## src/rtl/bst_pkg.sv

```systemverilog
// ============================================================================
// bst_pkg - shared types and constants for the breakpoint shadow table
// Opcodes, result kinds, controller states and the control bundles that run
// between the controller and the datapath.
// ============================================================================
package bst_pkg;

    localparam int MAX_ENTRIES = 32;
    localparam int CNT_W       = $clog2(MAX_ENTRIES + 1);
    localparam int IDX_W       = (MAX_ENTRIES > 1) ? $clog2(MAX_ENTRIES) : 1;

    localparam int ADDR_W      = 32;
    localparam int BYTE_W      = 8;
    localparam int IN_DATA_W   = 40;
    localparam int OUT_DATA_W  = 80;

    localparam logic [BYTE_W-1:0] TRAP_BYTE = 8'hCC;

    typedef enum logic [2:0] {
        OP_INSERT   = 3'd0,
        OP_REMOVE   = 3'd1,
        OP_TRAP     = 3'd2,
        OP_CONTINUE = 3'd3,
        OP_STEP     = 3'd4,
        OP_TRACE    = 3'd5
    } op_t;

    typedef enum logic [2:0] {
        RES_INS_OK,
        RES_BLANK,
        RES_REM_HIT,
        RES_TRAP_HIT,
        RES_TRAP_MISS,
        RES_ARM,
        RES_FLAG,
        RES_SWALLOW
    } res_kind_t;

    typedef enum logic [2:0] {
        ST_IDLE,
        ST_DISPATCH,
        ST_SCAN,
        ST_MOVE,
        ST_ARM,
        ST_EMIT
    } state_t;

    typedef struct packed {
        logic      load;
        logic      idx_clr;
        logic      idx_inc;
        logic      idx_tail;
        logic      ins_write;
        logic      move_write;
        logic      count_dec;
        logic      capture;
        logic      step_set;
        logic      step_clr;
        logic      emit;
        res_kind_t res_kind;
    } cmd_t;

    typedef struct packed {
        op_t  op;
        logic count_zero;
        logic full;
        logic stepping;
        logic match;
        logic at_tail;
        logic out_free;
    } status_t;

endpackage

```

## src/rtl/bst_dp.sv

```systemverilog
// ============================================================================
// bst_dp - breakpoint shadow table datapath
// Entry memory with a registered read port, entry count, scan index, captured
// item, hit capture and the result output register.
// ============================================================================
module bst_dp (
    input  logic                                clk,
    input  logic                                rst_n,
    input  logic [bst_pkg::IN_DATA_W-1:0]       s_tdata,
    input  logic [2:0]                          s_tuser,
    input  bst_pkg::cmd_t                       cmd,
    output bst_pkg::status_t                    status,
    input  logic                                m_tready,
    output logic                                m_tvalid,
    output logic [bst_pkg::OUT_DATA_W-1:0]      m_tdata,
    output logic                                m_tlast
);

    // entry memory: saved byte above address
    logic [bst_pkg::ADDR_W+bst_pkg::BYTE_W-1:0] mem [bst_pkg::MAX_ENTRIES];
    logic [bst_pkg::ADDR_W+bst_pkg::BYTE_W-1:0] rd_reg;

    logic [bst_pkg::CNT_W-1:0]  count_reg;
    logic                       stepping_reg;
    logic [bst_pkg::IDX_W-1:0]  idx_reg;
    logic [bst_pkg::IDX_W-1:0]  idx_next;
    logic [bst_pkg::IDX_W-1:0]  hit_idx_reg;
    logic [bst_pkg::BYTE_W-1:0] hit_byte_reg;

    bst_pkg::op_t               op_reg;
    logic [bst_pkg::ADDR_W-1:0] addr_reg;
    logic [bst_pkg::ADDR_W-1:0] key_reg;
    logic [bst_pkg::BYTE_W-1:0] byte_reg;

    logic [bst_pkg::ADDR_W-1:0] rd_addr;
    logic [bst_pkg::BYTE_W-1:0] rd_byte;
    logic [bst_pkg::CNT_W-1:0]  tail;

    logic                       out_valid_reg;
    logic [bst_pkg::OUT_DATA_W-1:0] out_data_reg;
    logic                       out_last_reg;

    logic                       r_wv;
    logic [bst_pkg::ADDR_W-1:0] r_wa;
    logic [bst_pkg::BYTE_W-1:0] r_wd;
    logic                       r_hit;
    logic [bst_pkg::ADDR_W-1:0] r_pc;
    logic                       r_dbg;
    logic                       r_tf;
    logic                       r_last;

    bst_pkg::op_t               in_op;
    logic                       out_free;

    assign rd_addr = rd_reg[bst_pkg::ADDR_W-1:0];
    assign rd_byte = rd_reg[bst_pkg::ADDR_W+bst_pkg::BYTE_W-1:bst_pkg::ADDR_W];
    assign tail    = count_reg - bst_pkg::CNT_W'(1);
    assign in_op   = bst_pkg::op_t'(s_tuser);
    assign out_free = !out_valid_reg || m_tready;

    always_comb
    begin
        idx_next = idx_reg;
        if (cmd.idx_clr)
        begin
            idx_next = '0;
        end
        else if (cmd.idx_inc)
        begin
            idx_next = idx_reg + bst_pkg::IDX_W'(1);
        end
        else if (cmd.idx_tail)
        begin
            idx_next = tail[bst_pkg::IDX_W-1:0];
        end
    end

    // memory: one write, one registered read at the next scan index
    always_ff @(posedge clk)
    begin
        if (cmd.ins_write)
        begin
            mem[count_reg[bst_pkg::IDX_W-1:0]] <= {byte_reg, addr_reg};
        end
        else if (cmd.move_write)
        begin
            mem[hit_idx_reg] <= rd_reg;
        end
        rd_reg <= mem[idx_next];
    end

    // item and hit capture
    always_ff @(posedge clk)
    begin
        if (cmd.load)
        begin
            op_reg   <= in_op;
            addr_reg <= s_tdata[bst_pkg::ADDR_W-1:0];
            byte_reg <= s_tdata[bst_pkg::ADDR_W+bst_pkg::BYTE_W-1:bst_pkg::ADDR_W];
            // remove searches the address itself, trap and trace search pc-1
            key_reg  <= (in_op == bst_pkg::OP_REMOVE) ? s_tdata[bst_pkg::ADDR_W-1:0]
                        : s_tdata[bst_pkg::ADDR_W-1:0] - bst_pkg::ADDR_W'(1);
        end
        if (cmd.capture)
        begin
            hit_idx_reg  <= idx_reg;
            hit_byte_reg <= rd_byte;
        end
    end

    always_ff @(posedge clk or negedge rst_n)
    begin
        if (!rst_n)
        begin
            count_reg    <= '0;
            stepping_reg <= 1'b0;
            idx_reg      <= '0;
        end
        else
        begin
            idx_reg <= idx_next;
            if (cmd.ins_write)
            begin
                count_reg <= count_reg + bst_pkg::CNT_W'(1);
            end
            else if (cmd.count_dec)
            begin
                count_reg <= tail;
            end
            if (cmd.step_set)
            begin
                stepping_reg <= 1'b1;
            end
            else if (cmd.step_clr)
            begin
                stepping_reg <= 1'b0;
            end
        end
    end

    // result fields by kind
    always_comb
    begin
        r_wv   = 1'b0;
        r_wa   = '0;
        r_wd   = '0;
        r_hit  = 1'b0;
        r_pc   = '0;
        r_dbg  = 1'b0;
        r_tf   = 1'b0;
        r_last = 1'b1;
        unique case (cmd.res_kind)
            bst_pkg::RES_INS_OK:
            begin
                r_wv  = 1'b1;
                r_wa  = addr_reg;
                r_wd  = bst_pkg::TRAP_BYTE;
                r_hit = 1'b1;
            end
            bst_pkg::RES_REM_HIT:
            begin
                r_wv  = 1'b1;
                r_wa  = addr_reg;
                r_wd  = hit_byte_reg;
                r_hit = 1'b1;
            end
            bst_pkg::RES_TRAP_HIT:
            begin
                r_wv  = 1'b1;
                r_wa  = key_reg;
                r_wd  = hit_byte_reg;
                r_hit = 1'b1;
                r_pc  = key_reg;
                r_dbg = 1'b1;
            end
            bst_pkg::RES_TRAP_MISS:
            begin
                r_pc  = addr_reg;
                r_dbg = 1'b1;
            end
            bst_pkg::RES_ARM:
            begin
                r_wv   = 1'b1;
                r_wa   = rd_addr;
                r_wd   = bst_pkg::TRAP_BYTE;
                r_tf   = 1'b1;
                r_last = status.at_tail;
            end
            bst_pkg::RES_FLAG:
            begin
                r_tf = 1'b1;
            end
            bst_pkg::RES_SWALLOW:
            begin
                r_pc = addr_reg;
            end
            default:
            begin
                r_wv = 1'b0;
            end
        endcase
    end

    always_ff @(posedge clk)
    begin
        if (cmd.emit && out_free)
        begin
            out_data_reg <= {4'b0, r_tf, r_dbg, r_pc, r_hit, r_wd, r_wa, r_wv};
            out_last_reg <= r_last;
        end
    end

    always_ff @(posedge clk or negedge rst_n)
    begin
        if (!rst_n)
        begin
            out_valid_reg <= 1'b0;
        end
        else if (cmd.emit && out_free)
        begin
            out_valid_reg <= 1'b1;
        end
        else if (m_tready)
        begin
            out_valid_reg <= 1'b0;
        end
    end

    assign m_tvalid = out_valid_reg;
    assign m_tdata  = out_data_reg;
    assign m_tlast  = out_last_reg;

    assign status.op         = op_reg;
    assign status.count_zero = (count_reg == '0);
    assign status.full       = (count_reg == bst_pkg::CNT_W'(bst_pkg::MAX_ENTRIES));
    assign status.stepping   = stepping_reg;
    assign status.match      = (rd_addr == key_reg);
    assign status.at_tail    = (bst_pkg::CNT_W'(idx_reg) == tail);
    assign status.out_free   = out_free;

`ifndef SYNTHESIS
    a_count_range: assert property (@(posedge clk) disable iff (!rst_n)
        count_reg <= bst_pkg::CNT_W'(bst_pkg::MAX_ENTRIES))
        else $error("entry count beyond table depth");

    a_emit_free: assert property (@(posedge clk) disable iff (!rst_n)
        cmd.emit |-> out_free)
        else $error("result issued while output register is held");

    a_insert_room: assert property (@(posedge clk) disable iff (!rst_n)
        cmd.ins_write |-> !status.full)
        else $error("insert into a full table");

    a_remove_nonempty: assert property (@(posedge clk) disable iff (!rst_n)
        cmd.count_dec |-> !status.count_zero && $past(cmd.capture))
        else $error("remove without a matched entry");
`endif

endmodule

```

## src/rtl/bst_ctrl.sv

```systemverilog
// ============================================================================
// bst_ctrl - breakpoint shadow table controller
// Sequences dispatch, table scan, hole fill and re-arm walk for each item.
// ============================================================================
module bst_ctrl (
    input  logic              clk,
    input  logic              rst_n,
    input  logic              s_tvalid,
    output logic              s_tready,
    input  bst_pkg::status_t  status,
    output bst_pkg::cmd_t     cmd
);

    bst_pkg::state_t    state_reg;
    bst_pkg::state_t    state_next;
    bst_pkg::res_kind_t kind_reg;
    bst_pkg::res_kind_t kind_next;

    always_ff @(posedge clk or negedge rst_n)
    begin
        if (!rst_n)
        begin
            state_reg <= bst_pkg::ST_IDLE;
            kind_reg  <= bst_pkg::RES_BLANK;
        end
        else
        begin
            state_reg <= state_next;
            kind_reg  <= kind_next;
        end
    end

    always_comb
    begin
        state_next   = state_reg;
        kind_next    = kind_reg;
        cmd          = '0;
        cmd.res_kind = kind_reg;
        s_tready     = 1'b0;
        unique case (state_reg)
            bst_pkg::ST_IDLE:
            begin
                s_tready = 1'b1;
                if (s_tvalid)
                begin
                    cmd.load    = 1'b1;
                    cmd.idx_clr = 1'b1;
                    state_next  = bst_pkg::ST_DISPATCH;
                end
            end
            bst_pkg::ST_DISPATCH:
            begin
                state_next = bst_pkg::ST_EMIT;
                unique case (status.op)
                    bst_pkg::OP_INSERT:
                    begin
                        if (status.full)
                        begin
                            kind_next = bst_pkg::RES_BLANK;
                        end
                        else
                        begin
                            cmd.ins_write = 1'b1;
                            kind_next     = bst_pkg::RES_INS_OK;
                        end
                    end
                    bst_pkg::OP_REMOVE:
                    begin
                        kind_next = bst_pkg::RES_BLANK;
                        if (!status.count_zero)
                        begin
                            state_next = bst_pkg::ST_SCAN;
                        end
                    end
                    bst_pkg::OP_TRAP:
                    begin
                        kind_next = bst_pkg::RES_TRAP_MISS;
                        if (!status.count_zero)
                        begin
                            state_next = bst_pkg::ST_SCAN;
                        end
                    end
                    bst_pkg::OP_CONTINUE:
                    begin
                        cmd.step_set = 1'b1;
                        kind_next    = bst_pkg::RES_FLAG;
                        if (!status.count_zero)
                        begin
                            state_next = bst_pkg::ST_ARM;
                        end
                    end
                    bst_pkg::OP_STEP:
                    begin
                        cmd.step_clr = 1'b1;
                        kind_next    = bst_pkg::RES_FLAG;
                    end
                    bst_pkg::OP_TRACE:
                    begin
                        if (status.stepping)
                        begin
                            // swallow the event and disarm
                            cmd.step_clr = 1'b1;
                            kind_next    = bst_pkg::RES_SWALLOW;
                        end
                        else
                        begin
                            kind_next = bst_pkg::RES_TRAP_MISS;
                            if (!status.count_zero)
                            begin
                                state_next = bst_pkg::ST_SCAN;
                            end
                        end
                    end
                    default:
                    begin
                        state_next = bst_pkg::ST_IDLE;
                    end
                endcase
            end
            bst_pkg::ST_SCAN:
            begin
                if (status.match)
                begin
                    cmd.capture = 1'b1;
                    if (status.op == bst_pkg::OP_REMOVE)
                    begin
                        // fetch the last entry to fill the hole
                        cmd.idx_tail = 1'b1;
                        kind_next    = bst_pkg::RES_REM_HIT;
                        state_next   = bst_pkg::ST_MOVE;
                    end
                    else
                    begin
                        kind_next  = bst_pkg::RES_TRAP_HIT;
                        state_next = bst_pkg::ST_EMIT;
                    end
                end
                else if (status.at_tail)
                begin
                    state_next = bst_pkg::ST_EMIT;
                end
                else
                begin
                    cmd.idx_inc = 1'b1;
                end
            end
            bst_pkg::ST_MOVE:
            begin
                cmd.move_write = 1'b1;
                cmd.count_dec  = 1'b1;
                state_next     = bst_pkg::ST_EMIT;
            end
            bst_pkg::ST_ARM:
            begin
                cmd.res_kind = bst_pkg::RES_ARM;
                if (status.out_free)
                begin
                    cmd.emit = 1'b1;
                    if (status.at_tail)
                    begin
                        state_next = bst_pkg::ST_IDLE;
                    end
                    else
                    begin
                        cmd.idx_inc = 1'b1;
                    end
                end
            end
            bst_pkg::ST_EMIT:
            begin
                if (status.out_free)
                begin
                    cmd.emit   = 1'b1;
                    state_next = bst_pkg::ST_IDLE;
                end
            end
            default:
            begin
                state_next = bst_pkg::ST_IDLE;
            end
        endcase
    end

endmodule

```

## src/rtl/breakpoint_shadow_table.sv

```systemverilog
// ============================================================================
// breakpoint_shadow_table - software breakpoint table with trap byte handling
// Tracks breakpoint addresses with their original bytes and issues the byte
// writes needed to insert, remove, hit and re-arm them.
// ============================================================================
// Input beats (s_*) carry one command; s_tuser holds the opcode. Result beats
// (m_*) carry one write request / status word each; m_tlast marks the final
// beat of a command. Continue gives one beat per table entry (a single beat
// on an empty table), every other command gives one beat, opcodes six and
// seven give none. One command is in flight at a time: s_tready is high
// only while idle. Insert, step, trace swallow and commands on an empty
// table go from dispatch straight to the result register; remove, trap and
// a non-swallowed trace scan the table from index 0 until a match or the
// last entry, and a remove hit then fills the hole with the last entry.
// Continue streams one beat per cycle while the output register is free.
// The scan reads one entry per cycle and is not held by the output.
// Reset empties the table and disarms stepping-over; table contents are not
// cleared, only the count. When m_tready is low the output register holds
// its beat and the controller waits; no beat is dropped.
// ============================================================================
module breakpoint_shadow_table (
    input  logic                              clk,
    input  logic                              rst_n,
    input  logic                              s_tvalid,
    output logic                              s_tready,
    input  logic [bst_pkg::IN_DATA_W-1:0]     s_tdata,  // address[31:0], memory_byte[39:32]
    input  logic [2:0]                        s_tuser,  // opcode[2:0]
    output logic                              m_tvalid,
    input  logic                              m_tready,
    output logic [bst_pkg::OUT_DATA_W-1:0]    m_tdata,  // write_valid[0], write_address[32:1],
                                                        // write_data[40:33], hit[41],
                                                        // resume_pc[73:42], enter_debugger[74],
                                                        // set_trap_flag[75], zero[79:76]
    output logic                              m_tlast
);

    bst_pkg::cmd_t    cmd;
    bst_pkg::status_t status;

    bst_ctrl u_ctrl (
        .clk      (clk),
        .rst_n    (rst_n),
        .s_tvalid (s_tvalid),
        .s_tready (s_tready),
        .status   (status),
        .cmd      (cmd)
    );

    bst_dp u_dp (
        .clk      (clk),
        .rst_n    (rst_n),
        .s_tdata  (s_tdata),
        .s_tuser  (s_tuser),
        .cmd      (cmd),
        .status   (status),
        .m_tready (m_tready),
        .m_tvalid (m_tvalid),
        .m_tdata  (m_tdata),
        .m_tlast  (m_tlast)
    );

endmodule
```

## config.mk

```make
export PLATFORM = sky130hd
export DESIGN_NAME = breakpoint_shadow_table
export DESIGN_NICKNAME = d
export VERILOG_FILES = /design/src/rtl/bst_pkg.sv /design/src/rtl/bst_dp.sv /design/src/rtl/bst_ctrl.sv /design/src/rtl/breakpoint_shadow_table.sv
export SDC_FILE = /design/constraint.sdc
export NUM_CORES = 2
export LEC_CHECK = 0
export BUFFER_PORTS_ARGS = -buffer_cell sky130_fd_sc_hd__buf_2
export CAP_MARGIN = 20
export CORE_MARGIN = 2
export CORE_UTILIZATION = 37
export CTS_CLUSTER_SIZE = 40
export DETAILED_ROUTE_END_ITERATION = 12
export PLACE_DENSITY = 0.58
export SLEW_MARGIN = 20
export SYNTH_ARGS = -nofsm -noshare
export SYNTH_HDL_FRONTEND = slang
export SYNTH_HIERARCHICAL = 1
export SYNTH_SLANG_ARGS = --single-unit
```

## constraint.sdc

```tcl
create_clock -name clk -period 4.9 [get_ports clk]
set_clock_uncertainty 0.15 [all_clocks]
set_input_delay 0.245 -clock clk [delete_from_list [all_inputs] [get_ports clk]]
set_output_delay 0.245 -clock clk [all_outputs]
set_load 0.02 [all_outputs]
```

### Word level (Yosys, flattened, before mapping)

Memory sizes are Yosys's and may differ from the RTL's. A register that Yosys moved wholly into a read port is not among the register bits.
Cells that the tools add are included.

* $add $sub $neg: 4
* $mul: 0
* div/mod/pow operators: 0
* magnitude comparators: 0
* eq/ne operators: 27
* shift-type cells: 0
* mux-type cells: 66
* bitwise gates (word level): 0
* reductions and logical operators: 26

Operators with widths (count)
* 32-bit one-hot mux with 3 select lines: 1
* 32-bit one-hot mux with 2 select lines: 1
* 40-bit two-way mux: 1
* 40-bit OR reduction: 1
* 1-bit two-way mux: 33
* 3-bit two-way mux: 11
* 32-bit == test: 1
* 32-bit two-way mux: 1
* 32-bit by 1-bit subtractor with 32-bit output (second input constant): 1
* 3-bit == test (second input constant): 8
* 5-bit two-way mux: 4
* 2-bit OR reduction: 10
* 3-bit by 2-bit == test with 1-bit output (second input constant): 6
* 3-bit one-hot mux with 6 select lines: 1
* 8-bit one-hot mux with 2 select lines: 1
* 3-bit one-hot mux with 5 select lines: 1
* 6-bit two-way mux: 2
* 3-bit one-hot mux with 4 select lines: 1
* 2-bit two-way mux: 5
* 3-bit by 1-bit == test with 1-bit output (second input constant): 3
* 3-bit zero test: 3
* 2-bit nonzero test: 4
* 6-bit by 1-bit adder with 6-bit output (second input constant): 1
* 5-bit by 6-bit == test with 1-bit output: 1
* 17 further kinds: 21

* register bits: 184
* bits in latches: 0
* RAM bits: 1280
* ROM bits: 0
* input port bits: 47
* output and inout port bits: 83
* word-level logic and storage cells: 138
* memories kept: 1

Memories
* u_dp.mem: words 32, width 40, read ports 1, clocked after memory_dff 1, wr ports 1, RTL line bst_dp.sv:20 `logic [bst_pkg::ADDR_W+bst_pkg::BYTE_W-1:0] mem [bst_pkg::MAX_ENTRIES];`

### Longest topological paths before layout

* depth in word-level cells: 8
* depth in mapped cells: 20
* gate-level depth less buffers: 16

### Hierarchy

The synthesis kept the hierarchy.

By module, submodules not included
* bst_dp: instances 1, cells each 4402, area each 60528.1 sq um
* bst_ctrl: instances 1, cells each 78, area each 616.8 sq um

### Worst setup path after synthesis

Ideal clock, no wire load.

* path type: flip-flop to flip-flop
* from: register u_dp/count_reg[1] in the netlist's numbering
* to: memory u_dp/mem[17][0] in the netlist's numbering, enable pin
* setup time: 438 ps
* arrival time: 4262 ps
* required time: 4312 ps
* slack: 51 ps
* stages on the path, launching flop included: 13
* path buffers: 4
* cells stage by stage: dfrtp_1 clkbuf_1 inv_1 ha_1 and4b_1 nor4_2 clkbuf_1 nand2b_1 clkbuf_1 clkbuf_1 mux2i_1 nand2_1 nor2_1

RTL lines
* start, declared: RTL line bst_dp.sv:23 `logic [bst_pkg::CNT_W-1:0] count_reg;`
* start signal, assigned: RTL line bst_dp.sv:124 `count_reg <= count_reg + bst_pkg::CNT_W'(1);`
* start signal, assigned: RTL line bst_dp.sv:128 `count_reg <= tail;`
* end, declared: RTL line bst_dp.sv:20

==> impl_metrics.json <==
{
  "status": "complete, no violations",
  "cts_sinks": 1504,
  "post-route-min-period_ps": 4750,
  "largest_reg_flops": 1280,
  "cts_tree": "done",
  "grt_setup_unrepaired": "true",
  "ys_seq_elements": 1504,
  "track_usage_pct": 21.8,
  "fin_tns_setup_ps": 0,
  "tightest_slew_ps": 946,
  "reg2reg_from": "u_dp/rd_reg[8]",
  "r2r-end": "u_dp/rd_reg[10]",
  "drtIter0Drc": 4076,
  "async_flop_share_pct": 1.26,
  "grt_pass1_wl_um": 269000,
  "relSlewSlack_pct": 37.0,
  "dp.cells": 6831,
  "pwr-share-clk_pct": 25.1,
  "cts.htree.levels": 4,
  "final_util_pct": 44.0,
  "via_count": 39700,
  "crit_fanout": 19,
  "total_power_mw": 45.4,
  "worstSkewPairLatency_ps": 800,
  "io_pins": 130,
  "dp_hpwl_um": 111000,
  "overflow": 0,
  "power_leakage_nw": 24.9,
  "switchingPower_mw": 17.1,
  "hold_path_depth": 2,
  "cts_buffers": 152,
  "routabilityCongestion": 0.840,
  "antenna_found_initial": 6,
  "drive_gt1_share_pct": 16.6,
  "mostFrequentLayoutCell": "edfxtp_1",
  "wl_um": 187000,
  "r2r_cells": 18,
  "die_w_um": 411,
  "period_share_pct": 96.9,
  "coreArea_um2": 165000,
  "crit_path_start_kind": "register",
  "nFillCells": 14700,
  "post_drt_via_cell_ratio": 5.55,
  "r2r_setup_slack_ps": 150,
  "cp.required_ps": 5440,
  "worst-setup-path-type": "reg -> reg",
  "first_pass_iters": 5,
  "end_kind": "register",
  "area_delta_synth_final_pct": 18.4,
  "grt_max_degree": 66,
  "synth-edff-count": 1445,
  "route.detailed.drc": 0,
  "final_cell_mix": "1445 x edfxtp_1, 879 x nand2_1, 649 x nand3_1",
  "rows": 149,
  "clockBufferDepth": 3,
  "p_per_area_nw_per_um2": 627,
  "avgSynthCellArea_um2": 13.6,
  "grt_pass1_vias": 38700,
  "clk_pin_slew_ps": 60,
  "ant_nets": 0,
  "finalSetupViolCount": 0,
  "maxCapViolations": 0,
  "port_buffers": 125,
  "die_y_um": 411,
  "finalHoldViolations": 0,
  "die_area_um2": 169000,
  "hp-class": "in -> reg",
  "whs_endpoint": "u_dp/addr_reg[31]",
  "ir_drop_uv": 555,
  "cp_data_arrival_time_ps": 5290,
  "syn-cell-area_um2": 61100,
  "fmaxAchievable_mhz": 211,
  "power.share.switching_pct": 37.6,
  "root_buffer": "clkbuf_16",
  "hp-start": "s_tdata[31]",
  "start_util_pct": 37.1,
  "wire_per_inst_um": 26.0,
  "ys_seq_area_share_pct": 73.1,
  "yosys_warnings": 6,
  "finalMaxSlewViolations": 0,
  "comb_power_share_pct": 38.1,
  "multi_input_area_um2": 15500,
  "synth_cells": 4480,
  "stdcell_count": 7165,
  "synth_ff_type": "edfxtp_1",
  "seqCellArea_um2": 44700,
  "seqPwrFrac_pct": 36.8,
  "synth_cell_type_count": 71,
  "holdWs_ps": 66.6,
  "intPower_mw": 28.3,
  "nets": 4902
}
timing repair:
item                                    CTS  global route
setup buffers                             0             1
pin swaps                                 0             4
hold buffers                             53             0
resized for setup                         9            16
endpoints found under the setup margin   21            34
endpoints found under the hold margin   107             0
routing by layer:
metal	track usage, %	routed length (um)	up-vias
met4	8.15	6190	6
li1	-	-	17500
met1	29.8	77700	20300
met2	35.3	89100	1586
met5	0	34	-
met3	3.34	13500	295
synth_stat cells, drive strengths merged (4+ instances only):
cell type / number / area (um^2)
edfxtp: 1445 / 43400
nand2: 879 / 3300
nand3: 649 / 3250
clkbuf: 181 / 679
mux2i: 161 / 1610
buf: 129 / 677
nor2b: 121 / 757
a211oi: 118 / 886
o21ai: 85 / 425
a221oi: 81 / 709
nor2: 71 / 267
nor3: 56 / 297
xor2: 54 / 473
a21oi: 44 / 220
nor4b: 43 / 398
and3: 42 / 263
mux2: 41 / 462
a311oi: 40 / 369
dfxtp: 40 / 801
a22o: 33 / 289
xnor2: 23 / 201
dfrtp: 18 / 450
inv: 16 / 60.1
nor4: 15 / 113
nand2b: 13 / 83.8
and2: 11 / 70.1
nor3b: 10 / 96.3
a31oi: 7 / 43.8
or3: 7 / 43.8
a21o: 5 / 37.5
ha: 5 / 62.6
or4: 5 / 41.3
nand3b: 4 / 30.0
cell families after synthesis:
kind of cell | Yosys count | synth area share (%)
compound gates | 430 | 5.18
xor+xnor | 77 | 1.10
fa+ha+maj | 5 | 0.102
buf+inv | 326 | 2.32
flops | 1504 | 73.1
mux | 202 | 3.39
other cells | 1 | 0.00613
simple gates | 1935 | 14.8
final cells by class:
type / instances / share of cell area, %
Inverter: 16 / 0.107
Tap cell: 2189 / 3.78
Antenna cell: 5 / 0.0173
Multi-Input combinational cell: 2653 / 21.4
Sequential cell: 1504 / 61.7
Timing Repair Buffer: 523 / 6.35
Clock inverter: 91 / 1.03
Clock buffer: 184 / 5.60
stage by stage:
| step | worst slack, ps | instance area (um^2) |
|---|---|---|
| 2_1_floorplan | 50.6 | 61200 |
| 3_3_place_gp | -332 | 66900 |
| 3_5_place_dp | -365 | 66900 |
| 4_1_cts | 42.4 | 72300 |
| 5_1_grt | -3.34 | 72400 |
| 6_report | 150 | 72400 |
power groups by stage:
stage | Clock (mW) | Combinational (mW) | Sequential (mW)
CTS | 11.5 | 17.3 | 16.7
finish | 11.4 | 17.3 | 16.7
global route | 12.0 | 18.6 | 16.7
global placement | 0 | 17.1 | 16.9
floorplan | 0 | 10.1 | 16.8
detailed placement | 0 | 17.1 | 17.0
worst max-delay path by stage:
stage	start	end	slack [ps]	cells past startpoint
final	u_dp/rd_reg[8]	u_dp/rd_reg[10]	150	18
after global routing	u_dp/key_reg[1]	u_dp/rd_reg[9]	-3	18
after global placement	u_dp/rd_reg[11]	u_dp/rd_reg[13]	-330	19
after CTS	u_dp/key_reg[1]	u_dp/rd_reg[13]	40	17
after detailed placement	u_dp/rd_reg[11]	u_dp/rd_reg[13]	-360	17
after floorplan	u_dp/count_reg[1]	u_dp/mem[17][0]	50	12
worst max-delay path, cell delays in order, from the launching register on:
cell and delay, ps:
dfxtp_1 520, xor2_1 420, nor4_1 110, nand4_1 150
nor2_4 90, nor3b_1 180, nor2_1 100, nor3_4 450
buf_4 220, nand2_1 50, mux2i_1 320, nor3_1 160
nor3b_2 420, buf_12 280, buf_12 160, buf_4 170
a311oi_2 150, o21ai_1 140, and3_1 330
(Power assumes the default switching activity.)
